## config.mk

```make
export PLATFORM = sky130hd
export DESIGN_NAME = length_prefixed_frame_extractor_core_flat
export DESIGN_NICKNAME = d
export VERILOG_FILES = /design/src/design/lpfe_pkg.sv /design/src/design/lpfe_byte_if.sv /design/src/design/lpfe_frame_if.sv /design/src/design/lpfe_cfg_if.sv /design/src/design/lpfe_in_stage.sv /design/src/design/lpfe_parser.sv /design/src/design/lpfe_out_stage.sv /design/src/design/length_prefixed_frame_extractor_core.sv /design/src/flat_wrapper.sv
export VERILOG_INCLUDE_DIRS = /design/src /design/src/design
export SDC_FILE = /design/constraint.sdc
export NUM_CORES = 1
export LEC_CHECK = 0
export ABC_AREA = 0
export BUFFER_PORTS_ARGS = -buffer_cell sky130_fd_sc_hd__buf_2
export CAP_MARGIN = 20
export CORE_ASPECT_RATIO = 1.25
export CORE_MARGIN = 1
export CORE_UTILIZATION = 41
export CTS_BUF_LIST = sky130_fd_sc_hd__clkbuf_16
export DETAILED_ROUTE_END_ITERATION = 12
export PLACE_DENSITY = 0.59
export SLEW_MARGIN = 20
export SYNTH_ARGS = -nofsm -noshare
export SYNTH_HDL_FRONTEND = slang
export SYNTH_HIERARCHICAL = 1
export SYNTH_SLANG_ARGS = --single-unit
```

## constraint.sdc

```tcl
create_clock -name i_clk -period 3.6 [get_ports i_clk]
set_input_delay 0.18 -clock i_clk [delete_from_list [all_inputs] [get_ports i_clk]]
set_output_delay 0.18 -clock i_clk [all_outputs]
set_load 0.05 [all_outputs]
```

## src/design/length_prefixed_frame_extractor_core_defines.svh

```systemverilog
// Assertion helpers; expect i_clk and i_rst_n in the enclosing module.
`ifndef LENGTH_PREFIXED_FRAME_EXTRACTOR_CORE_DEFINES_SVH
`define LENGTH_PREFIXED_FRAME_EXTRACTOR_CORE_DEFINES_SVH

// same-cycle implication
`define LPFE_ASSERT_NOW(lbl, ante, cons, msg) \
    lbl: assert property (@(posedge i_clk) disable iff (!i_rst_n) (ante) |-> (cons)) \
        else $error(msg);

// next-cycle implication
`define LPFE_ASSERT_NEXT(lbl, ante, cons, msg) \
    lbl: assert property (@(posedge i_clk) disable iff (!i_rst_n) (ante) |=> (cons)) \
        else $error(msg);

`endif

```

## src/design/lpfe_pkg.sv

```systemverilog
package lpfe_pkg;

    localparam int MAX_PAYLOAD   = 512;
    localparam int LENGTH_DIGITS = 4;

    localparam int BYTE_W = 8;
    localparam int ACC_W  = 14;
    localparam int DIG_W  = 3;
    localparam int BL_W   = $clog2(MAX_PAYLOAD + 1);
    localparam int ERR_W  = 2;

    typedef logic [BYTE_W-1:0] t_byte;
    typedef logic [ERR_W-1:0]  t_err;

    localparam t_err ERR_NONE     = 2'd0;
    localparam t_err ERR_NONDIGIT = 2'd1;
    localparam t_err ERR_TOO_LONG = 2'd2;

    typedef struct packed {
        t_byte payload_byte;
        logic  payload_valid;
        logic  frame_last;
        t_err  error_code;
    } t_result;

    typedef struct packed {
        logic    valid;
        t_result res;
    } t_step;

endpackage

```

## src/design/lpfe_byte_if.sv

```systemverilog
interface lpfe_byte_if;
    logic           valid;
    logic           ready;
    lpfe_pkg::t_byte stream_byte;

    modport source (output valid, output stream_byte, input ready);
    modport sink   (input valid, input stream_byte, output ready);
endinterface

```

## src/design/lpfe_frame_if.sv

```systemverilog
interface lpfe_frame_if;
    logic            valid;
    logic            ready;
    lpfe_pkg::t_byte payload_byte;
    logic            payload_valid;
    logic            frame_last;
    lpfe_pkg::t_err  error_code;

    modport source (output valid, output payload_byte, output payload_valid,
                    output frame_last, output error_code, input ready);
    modport sink   (input valid, input payload_byte, input payload_valid,
                    input frame_last, input error_code, output ready);
endinterface

```

## src/design/lpfe_cfg_if.sv

```systemverilog
interface lpfe_cfg_if;
    logic            valid;
    logic            ready;
    lpfe_pkg::t_byte data;

    modport source (output valid, output data, input ready);
    modport sink   (input valid, input data, output ready);
endinterface

```

## src/design/lpfe_in_stage.sv

```systemverilog
module lpfe_in_stage (
    input  logic            i_clk,
    input  logic            i_rst_n,
    lpfe_byte_if.sink       i_in,
    input  logic            i_take,
    output logic            o_valid,
    output lpfe_pkg::t_byte o_byte
);

    logic            r_valid;
    lpfe_pkg::t_byte r_byte;
    logic            accept;

    assign i_in.ready = !r_valid || i_take;
    assign accept     = i_in.valid && i_in.ready;

    always_ff @(posedge i_clk) begin
        if (!i_rst_n) begin
            r_valid <= 1'b0;
        end else if (accept) begin
            r_valid <= 1'b1;
        end else if (i_take) begin
            r_valid <= 1'b0;
        end
    end

    always_ff @(posedge i_clk) begin
        if (accept) begin
            r_byte <= i_in.stream_byte;
        end
    end

    assign o_valid = r_valid;
    assign o_byte  = r_byte;

endmodule

```

## src/design/lpfe_parser.sv

```systemverilog
`include "length_prefixed_frame_extractor_core_defines.svh"

module lpfe_parser (
    input  logic            i_clk,
    input  logic            i_rst_n,
    input  logic            i_advance,
    input  lpfe_pkg::t_byte i_byte,
    input  lpfe_pkg::t_byte i_head_byte,
    output lpfe_pkg::t_step o_step
);

    localparam logic [1:0] PH_HUNT = 2'd0;
    localparam logic [1:0] PH_LEN  = 2'd1;
    localparam logic [1:0] PH_PAY  = 2'd2;

    localparam logic [lpfe_pkg::ACC_W-1:0] MAX_LEN =
        lpfe_pkg::ACC_W'(lpfe_pkg::MAX_PAYLOAD);
    localparam logic [lpfe_pkg::DIG_W-1:0] NUM_DIGITS =
        lpfe_pkg::DIG_W'(lpfe_pkg::LENGTH_DIGITS);

    logic [1:0]                  r_phase, n_phase;
    logic [lpfe_pkg::DIG_W-1:0]  r_digits, n_digits;
    logic [lpfe_pkg::ACC_W-1:0]  r_acc, n_acc;
    logic [lpfe_pkg::BL_W-1:0]   r_left, n_left;

    logic                        is_digit;
    logic [lpfe_pkg::ACC_W-1:0]  acc_x10;
    logic [lpfe_pkg::ACC_W-1:0]  acc_new;
    logic [lpfe_pkg::DIG_W-1:0]  digits_new;
    lpfe_pkg::t_step             step;

    assign is_digit   = i_byte inside {[8'h30:8'h39]};
    assign acc_x10    = {r_acc[lpfe_pkg::ACC_W-4:0], 3'b000}
                      + {r_acc[lpfe_pkg::ACC_W-2:0], 1'b0};
    assign acc_new    = acc_x10 + {{(lpfe_pkg::ACC_W-4){1'b0}}, i_byte[3:0]};
    assign digits_new = r_digits + 1'b1;

    always_comb begin
        n_phase  = r_phase;
        n_digits = r_digits;
        n_acc    = r_acc;
        n_left   = r_left;
        step     = '0;
        if (i_advance) begin
            case (r_phase)
                PH_LEN: begin
                    if (!is_digit) begin
                        n_phase  = PH_HUNT;
                        n_digits = '0;
                        n_acc    = '0;
                        n_left   = '0;
                        step.valid          = 1'b1;
                        step.res.error_code = lpfe_pkg::ERR_NONDIGIT;
                    end else if (digits_new < NUM_DIGITS) begin
                        n_digits = digits_new;
                        n_acc    = acc_new;
                    end else if (acc_new > MAX_LEN) begin
                        n_phase  = PH_HUNT;
                        n_digits = '0;
                        n_acc    = '0;
                        n_left   = '0;
                        step.valid          = 1'b1;
                        step.res.error_code = lpfe_pkg::ERR_TOO_LONG;
                    end else if (acc_new == '0) begin
                        n_phase  = PH_HUNT;
                        n_digits = '0;
                        n_acc    = '0;
                        n_left   = '0;
                        step.valid          = 1'b1;
                        step.res.frame_last = 1'b1;
                    end else begin
                        n_phase  = PH_PAY;
                        n_digits = digits_new;
                        n_acc    = acc_new;
                        n_left   = acc_new[lpfe_pkg::BL_W-1:0];
                    end
                end
                PH_PAY: begin
                    if (r_left != '0) begin
                        step.valid             = 1'b1;
                        step.res.payload_byte  = i_byte;
                        step.res.payload_valid = 1'b1;
                        step.res.frame_last    = (r_left == 1);
                        if (r_left == 1) begin
                            n_phase  = PH_HUNT;
                            n_digits = '0;
                            n_acc    = '0;
                            n_left   = '0;
                        end else begin
                            n_left = r_left - 1'b1;
                        end
                    end else begin
                        n_phase  = (i_byte == i_head_byte) ? PH_LEN : PH_HUNT;
                        n_digits = '0;
                        n_acc    = '0;
                        n_left   = '0;
                    end
                end
                default: begin
                    n_phase  = (i_byte == i_head_byte) ? PH_LEN : PH_HUNT;
                    n_digits = '0;
                    n_acc    = '0;
                    n_left   = '0;
                end
            endcase
        end
    end

    always_ff @(posedge i_clk) begin
        if (!i_rst_n) begin
            r_phase  <= PH_HUNT;
            r_digits <= '0;
            r_acc    <= '0;
            r_left   <= '0;
        end else begin
            r_phase  <= n_phase;
            r_digits <= n_digits;
            r_acc    <= n_acc;
            r_left   <= n_left;
        end
    end

    assign o_step = step;

    `LPFE_ASSERT_NOW(a_pay_has_bytes, r_phase == PH_PAY, r_left != '0,
        "payload phase with no bytes left")
    `LPFE_ASSERT_NOW(a_len_digit_range, r_phase == PH_LEN, r_digits < NUM_DIGITS,
        "length phase past digit count")
    `LPFE_ASSERT_NOW(a_hunt_clear, r_phase == PH_HUNT,
        r_left == '0 && r_digits == '0 && r_acc == '0, "hunt state not cleared")
    `LPFE_ASSERT_NEXT(a_last_to_hunt, i_advance && r_phase == PH_PAY && r_left == 1,
        r_phase == PH_HUNT, "no return to hunt after last beat")

endmodule

```

## src/design/lpfe_out_stage.sv

```systemverilog
module lpfe_out_stage (
    input  logic            i_clk,
    input  logic            i_rst_n,
    input  logic            i_advance,
    input  lpfe_pkg::t_step i_step,
    output logic            o_can_take,
    lpfe_frame_if.source    o_out
);

    logic             r_valid;
    lpfe_pkg::t_result r_res;

    assign o_can_take = !r_valid || o_out.ready;

    always_ff @(posedge i_clk) begin
        if (!i_rst_n) begin
            r_valid <= 1'b0;
        end else if (i_advance && i_step.valid) begin
            r_valid <= 1'b1;
        end else if (o_out.ready) begin
            r_valid <= 1'b0;
        end
    end

    always_ff @(posedge i_clk) begin
        if (i_advance && i_step.valid) begin
            r_res <= i_step.res;
        end
    end

    assign o_out.valid         = r_valid;
    assign o_out.payload_byte  = r_res.payload_byte;
    assign o_out.payload_valid = r_res.payload_valid;
    assign o_out.frame_last    = r_res.frame_last;
    assign o_out.error_code    = r_res.error_code;

endmodule

```

## src/design/length_prefixed_frame_extractor_core.sv

```systemverilog
// Byte-stream deframer: drops bytes until the head byte (cfg register, reset 0)
// is seen, reads four ASCII decimal length digits, then passes that many
// payload bytes with frame_last on the final one. A bad digit gives a beat with
// error_code 1, a length above 512 gives error_code 2, a zero length gives one
// empty beat with frame_last set; each returns to hunting. One byte is taken
// per clock when neither side stalls; a beat is offered once its byte has
// passed the input register and its parse result has been captured in the
// result register, and both sides may stall freely.
module length_prefixed_frame_extractor_core (
    input  logic         i_clk,
    input  logic         i_rst_n,
    lpfe_cfg_if.sink     i_cfg,
    lpfe_byte_if.sink    i_in,
    lpfe_frame_if.source o_out
);

    lpfe_pkg::t_byte r_head_byte;
    logic            in_valid;
    lpfe_pkg::t_byte in_byte;
    logic            out_can_take;
    logic            advance;
    lpfe_pkg::t_step step;

    assign i_cfg.ready = 1'b1;

    always_ff @(posedge i_clk) begin
        if (!i_rst_n) begin
            r_head_byte <= '0;
        end else if (i_cfg.valid) begin
            r_head_byte <= i_cfg.data;
        end
    end

    assign advance = in_valid && out_can_take;

    lpfe_in_stage u_in (
        .i_clk   (i_clk),
        .i_rst_n (i_rst_n),
        .i_in    (i_in),
        .i_take  (advance),
        .o_valid (in_valid),
        .o_byte  (in_byte)
    );

    lpfe_parser u_parser (
        .i_clk       (i_clk),
        .i_rst_n     (i_rst_n),
        .i_advance   (advance),
        .i_byte      (in_byte),
        .i_head_byte (r_head_byte),
        .o_step      (step)
    );

    lpfe_out_stage u_out (
        .i_clk      (i_clk),
        .i_rst_n    (i_rst_n),
        .i_advance  (advance),
        .i_step     (step),
        .o_can_take (out_can_take),
        .o_out      (o_out)
    );

endmodule

```

## src/flat_wrapper.sv

```systemverilog
// flat-port wrapper written by rule: the top's interface ports become plain ports
module length_prefixed_frame_extractor_core_flat 
  (i_clk, i_rst_n, i_cfg_valid, i_cfg_data, i_cfg_ready, i_in_valid, i_in_stream_byte, i_in_ready, o_out_valid, o_out_payload_byte, o_out_payload_valid, o_out_frame_last, o_out_error_code, o_out_ready);
  lpfe_cfg_if i_cfg_i ();
  lpfe_byte_if i_in_i ();
  lpfe_frame_if o_out_i ();
  input  logic i_clk;
  input  logic i_rst_n;
  input wire logic [$bits(i_cfg_i.valid)-1:0] i_cfg_valid;
  input wire logic [$bits(i_cfg_i.data)-1:0] i_cfg_data;
  output wire logic [$bits(i_cfg_i.ready)-1:0] i_cfg_ready;
  input wire logic [$bits(i_in_i.valid)-1:0] i_in_valid;
  input wire logic [$bits(i_in_i.stream_byte)-1:0] i_in_stream_byte;
  output wire logic [$bits(i_in_i.ready)-1:0] i_in_ready;
  output wire logic [$bits(o_out_i.valid)-1:0] o_out_valid;
  output wire logic [$bits(o_out_i.payload_byte)-1:0] o_out_payload_byte;
  output wire logic [$bits(o_out_i.payload_valid)-1:0] o_out_payload_valid;
  output wire logic [$bits(o_out_i.frame_last)-1:0] o_out_frame_last;
  output wire logic [$bits(o_out_i.error_code)-1:0] o_out_error_code;
  input wire logic [$bits(o_out_i.ready)-1:0] o_out_ready;
  assign i_cfg_i.valid = i_cfg_valid;
  assign i_cfg_i.data = i_cfg_data;
  assign i_cfg_ready = i_cfg_i.ready;
  assign i_in_i.valid = i_in_valid;
  assign i_in_i.stream_byte = i_in_stream_byte;
  assign i_in_ready = i_in_i.ready;
  assign o_out_valid = o_out_i.valid;
  assign o_out_payload_byte = o_out_i.payload_byte;
  assign o_out_payload_valid = o_out_i.payload_valid;
  assign o_out_frame_last = o_out_i.frame_last;
  assign o_out_error_code = o_out_i.error_code;
  assign o_out_i.ready = o_out_ready;
  length_prefixed_frame_extractor_core u_core (.i_clk(i_clk), .i_rst_n(i_rst_n), .i_cfg(i_cfg_i), .i_in(i_in_i), .o_out(o_out_i));
endmodule
```

# == After elaboration in Yosys (flattened, before gate mapping) ==
# Index checks and enable logic that the tools add are counted.
# totals
reg_bits,58
in_bits,21
out_inout_bits,15
word_cells,97
# classes
addsub,4
order_cmp,4
eq_ne,6
n_mux,48
bitwise_logic,3
reduce_logical,19
# op_table
operator,count
13-bit two-way mux,7
10-bit two-way mux,6
13-bit case mux with 2 select lines,1
3-bit two-way mux,7
10-bit case mux with 2 select lines,1
2-bit two-way mux,9
14-bit adder,1
14-bit by 4-bit adder with 14-bit output,1
14-bit by 10-bit > comparator with 1-bit output (second input constant),1
14-bit zero test,1
1-bit two-way mux,11
11-bit two-way mux,1
10-bit by 1-bit equality test with 1-bit output (second input constant),1
10-bit nonzero test,1
10-bit by 1-bit subtractor with 10-bit output (second input constant),1
9-bit two-way mux,1
8-bit equality test,1
8-bit by 6-bit >= comparator with 1-bit output (second input constant),1
8-bit by 6-bit <= comparator with 1-bit output (second input constant),1
2-bit AND reduction,4
3-bit inequality test (second input constant),2
3-bit case mux with 2 select lines,1
3-bit AND reduction,2
1-bit logical AND,4
11 further kinds,17

# == Depth between registers and ports, before layout ==
# depth
word_depth,11
mapped_depth,15
ltp_nobuf,14

# == Modules after synthesis ==
# Netlist, hierarchy kept.
# by_module_without_submodules
mod,instances,cells_each,area_each_um2,seq_area_each_um2
lpfe_parser,1,294,2449.8,560.5
lpfe_out_stage,1,17,412.9,380.4
length_prefixed_frame_extractor_core,1,28,319.1,160.2
lpfe_in_stage,1,13,297.8,260.2

# == Least setup slack after synthesis ==
# OpenSTA, ideal clock, no wires.
# synth_timing
path_kind,reg2reg
from,"register u_core.u_in.r_byte[3], in the netlist u_core/u_in/o_byte[3]"
to,register u_core.u_out.r_res (netlist bit u_core/u_out/o_out.error_code[0]) (enable)
setup_ns,0.294
arrival_ns,3.350
required_time_ns,3.306
path_slack_ns,-0.044
stages_incl_launch_ff,15
n_path_buf,1
period_less_slack_ns,3.644
path_cell_list,edfxtp_1 > inv_1 > fa_1 > fa_1 > nand2b_1 > a211oi_1 > nand3b_1 > a21oi_2 > xnor2_1 > or4_4 > buf_6 > nor4_1 > nor3_1 > nand2_1 > inv_1
# synth_rtl
element,line_no,text
"start, declared",lpfe_in_stage.sv:11,lpfe_pkg::t_byte r_byte;
"start signal, assigned",lpfe_in_stage.sv:29,r_byte <= i_in.stream_byte;
"end signal, assigned",lpfe_out_stage.sv:27,r_res <= i_step.res;
"end, declared",lpfe_out_stage.sv:11,lpfe_pkg::t_result r_res;

==> flow_metrics.py <==
metrics = {
    "worst_setup_path": {
        "timing.critical_path.to_type": "flop",
        "critPathLaunchType": "flop",
        "crit_path_cell_trace": "inv_1 > fa_1 > inv_1 > ha_1 > a21oi_2 > nor2_2 > nor2_2 > o21ai_0 > xnor2_1 > or4_4 > nor4_2 > nor3_1 > nand2_1 > inv_4",
        "critical_path_buf_inv_count": 3,
        "critical_path.reg2reg.endpoint": "u_core/u_out/o_out.payload_byte[0]$_DFFE_PP_",
        "slowest_delay_ns": 0.62,
        "arrival_ns": 3.50,
        "worst_ep_required_time_ns": 3.67,
        "cp_max_fo": 12,
        "start_point_of_the_critical_path": "u_core/u_parser/r_acc[2]$_SDFFE_PN0P_",
        "reg2reg_slack_ns": 0.17,
        "r2r_cells": 14,
        "delay_heaviest_family_cp": "simple AND/OR/NAND/NOR gates",
        "reg2reg_from": "u_core/u_parser/r_acc[2]$_SDFFE_PN0P_",
        "critical_path_class": "reg2reg",
        "crit_path_top_delay_cell": "or4_4",
    },
    "status": {
        "violations": "design-rule violations",
        "status": "finished, violations left",
    },
    "clock_tree": {
        "clock-sinks": 58,
        "cts_max_path_buffers": 2,
        "clk-insertion-delay-late_ns": 0.33,
        "cts_max_level": 3,
        "cts_hold_buffers": 0,
        "clock-root-buffer": "clkbuf_16",
        "clk_transition_reported_paths_ns": 0.06,
        "tritoncts.num_buffers": 9,
        "tritoncts": "done",
    },
    "global_routing": {
        "grt_max_degree": 20,
        "grt_pass1_vias": 2731,
        "antenna_violations_before_repair": 0,
        "grt_first_pass_wirelength_mm": 13.0,
        "grt_overflow_total": 0,
        "grt.total_usage_pct": 18.9,
    },
    "timing": {
        "fin_skew_ns": 0.0124,
        "slew_headroom_pct": 57.9,
        "timing.fmax_ghz": 0.291,
        "tightest_slew_ns": 0.628,
        "rsz0062_at_grt": "no",
        "report.final.hold_viol_count": 0,
        "layout_worst_path_cycle_share_pct": 95.4,
        "post-route-min-period_ns": 3.43,
        "final_setup_fails": 0,
        "worst_slack_ns": 0.165,
        "drv_slew": 0,
    },
    "floorplan": {
        "boundaryPins": 36,
        "die_width_um": 84.4,
        "floorplan.rows": 37,
        "initial_util_pct": 42.2,
        "die-area_um2": 8860,
        "die_height_um": 105,
        "core_area_um2": 8240,
    },
    "placement": {
        "portBuffers": 34,
        "post-dp-hpwl_mm": 6.06,
        "dpl.cell_count": 499,
        "gp_congestion": 0.818,
        "dp_worst_slack_ns": -0.0749,
    },
    "worst_hold_path": {
        "hp-class": "in2reg",
        "worstHoldEndpoint": "u_core/u_in/o_byte[7]$_DFFE_PP_",
        "hold-path-cell-count": 1,
        "holdCritStartpoint": "i_in_stream_byte[7]",
    },
    "logic_synthesis": {
        "number_of_synthesized_register_bits": 58,
        "synth_enable_flop_cells": 20,
        "syn_area_per_cell_um2": 9.89,
        "synthDominantAreaCellType": "dfxtp_1",
        "synth.yosys.warnings": 6,
        "synthTopCellsByArea": "dfxtp_1 22%, edfxtp_1 17%, ha_1 9.7%, xnor2_1 3.5%, a21oi_1 3.2%",
        "yosys.cell_types.count": 62,
        "synth_async_sr_flop_share_pct": 0,
        "syn_area_um2": 3480,
        "ys_top_cells_by_count": "38 x dfxtp_1, 27 x ha_1, 24 x nor2_1",
        "syn_inst": 352,
        "synth_most_common_cell": "dfxtp_1",
        "yosysTopAreaCellShare_pct": 21.9,
        "synthesis.nets": 402,
        "synth.yosys.seq_area_share_pct": 39.1,
        "synth_top_flop_cell": "dfxtp_1",
    },
    "pwr": {
        "power.static_leakage_nw": 1.85,
        "irDropWorstVdd_v": 0.000289,
        "powerDensity_nw_per_um2": 382,
    },
    "layout": {
        "fin_cells": 517,
        "antenna_cells": 0,
        "final_layout_size_suffix_gt1_share_pct": 26.2,
        "fillers": 782,
        "area_growth_pct": 22.7,
        "finish.net_count": 465,
    },
    "detailed_routing": {
        "first_pass_iters": 8,
        "drt-vias-per-instance": 5.51,
        "detail_route.drc_violations": 6,
        "initialDrtViolationCount": 157,
        "drtAntennaViolNets": 0,
        "routed_wire_length_per_instance_um": 15.4,
        "detailroute.via_count": 2847,
        "postRouteWirelength_mm": 7.97,
    },
    "run": {
        "timing.max_cap.violations": 0,
    },
}
==> placed cells by master, fill, tap and decap left out, types with 9 or more instances in the layout <==
cell        n
clkbuf_16   9
nor2b_1    11
xnor2_1    14
and3_1     10
buf_4      28
a21oi_1    19
nand2_1    20
a22o_1     12
ha_1       27
dfxtp_1    38
xor2_1      9
buf_2      34
nor2_1     22
inv_1      19
nand4_1     9
edfxtp_1   20
==> registers in the layout, indices dropped and copies added (netlist names), 2 cells and up <==
signal and count:
u_core/u_parser/r_acc 13, u_core/u_parser/r_left 10, u_core/r_head_byte 8, u_core/u_in/o_byte 8, u_core/u_out/o_out.payload_byte 8, u_core/u_parser/r_digits 3, u_core/u_out/o_out.error_code 2, u_core/u_parser/r_phase 2
==> power breakdown <==
part	internal, mW	leakage [nW]	switching, mW
logic	0.0377	1.22	0.0485
registers	0.688	0.482	0.0112
clock network	0.539	0.150	0.307
==> area by class of cell <==
class / instances / area (um^2) / share of cell area [%]
Clock buffer: 9 / 225 / 5.28
Sequential cell: 58 / 1360 / 31.9
Clock inverter: 7 / 76.3 / 1.79
Multi-Input combinational cell: 264 / 2030 / 47.5
Tap cell: 97 / 121 / 2.84
Timing Repair Buffer: 62 / 380 / 8.91
Inverter: 20 / 77.6 / 1.82
==> per-stage QoR <==
stage	utilization [%]	hold slack [ns]	instance area (um^2)	setup TNS [ns]	power, mW
after floorplan	-	0.279	3480	0	0.764
after CTS	51.1	0.0140	4210	0	1.66
after global routing	51.8	0.00709	4270	0	1.70
after global placement	47.3	0.358	3900	-0.00299	0.799
after detailed placement	47.3	0.361	3900	-0.985	0.800
final	51.8	0.0267	4270	0	1.63
==> cells by family (layout without fill, tap and decap cells) <==
kind of cell | after synthesis | count (layout) | synth area share [%]
XOR/XNOR | 24 | 24 | 6.26
buffers and inverters | 30 | 98 | 4.10
other | 1 | 1 | 0.108
flip-flops | 58 | 58 | 39.1
adder cells (fa/ha/maj) | 29 | 29 | 10.9
AND/OR/NAND/NOR | 119 | 119 | 19.2
multiplexers | 9 | 9 | 2.63
AO/OA/AOI/OAI | 82 | 82 | 17.7
==> worst max-delay path by stage <==
stage,end,slack (ns),cells past startpoint
after floorplan,u_core/u_out/o_out.error_code[0]$_DFFE_PP_,0.03,14
after global placement,u_core/u_parser/r_left[9]$_SDFFE_PN0P_,-0.003,11
after detailed placement,u_core/u_parser/r_left[9]$_SDFFE_PN0P_,-0.07,11
after CTS,u_core/u_parser/r_left[9]$_SDFFE_PN0P_,0.02,11
after global routing,u_core/u_out/o_out.payload_byte[0]$_DFFE_PP_,0.02,14
final,u_core/u_out/o_out.payload_byte[0]$_DFFE_PP_,0.17,14
==> per-layer routing <==
metal,global-route usage [%],wire length [um],part of all wire [%],up-vias
li1,-,-,-,1423
met1,21.7,3400,43,1360
met2,33.0,4090,51,52
met3,4.74,278,3.5,12
met4,8.72,191,2.4,0
met5,0,0,0,-
==> timing repair <==
item                                    in CTS  in global routing
endpoints found under the setup margin      29                 32
buffers inserted                             0                  2
gates resized for setup                      3                 10
pin swaps                                    1                  6
(Power assumes the default switching activity.)
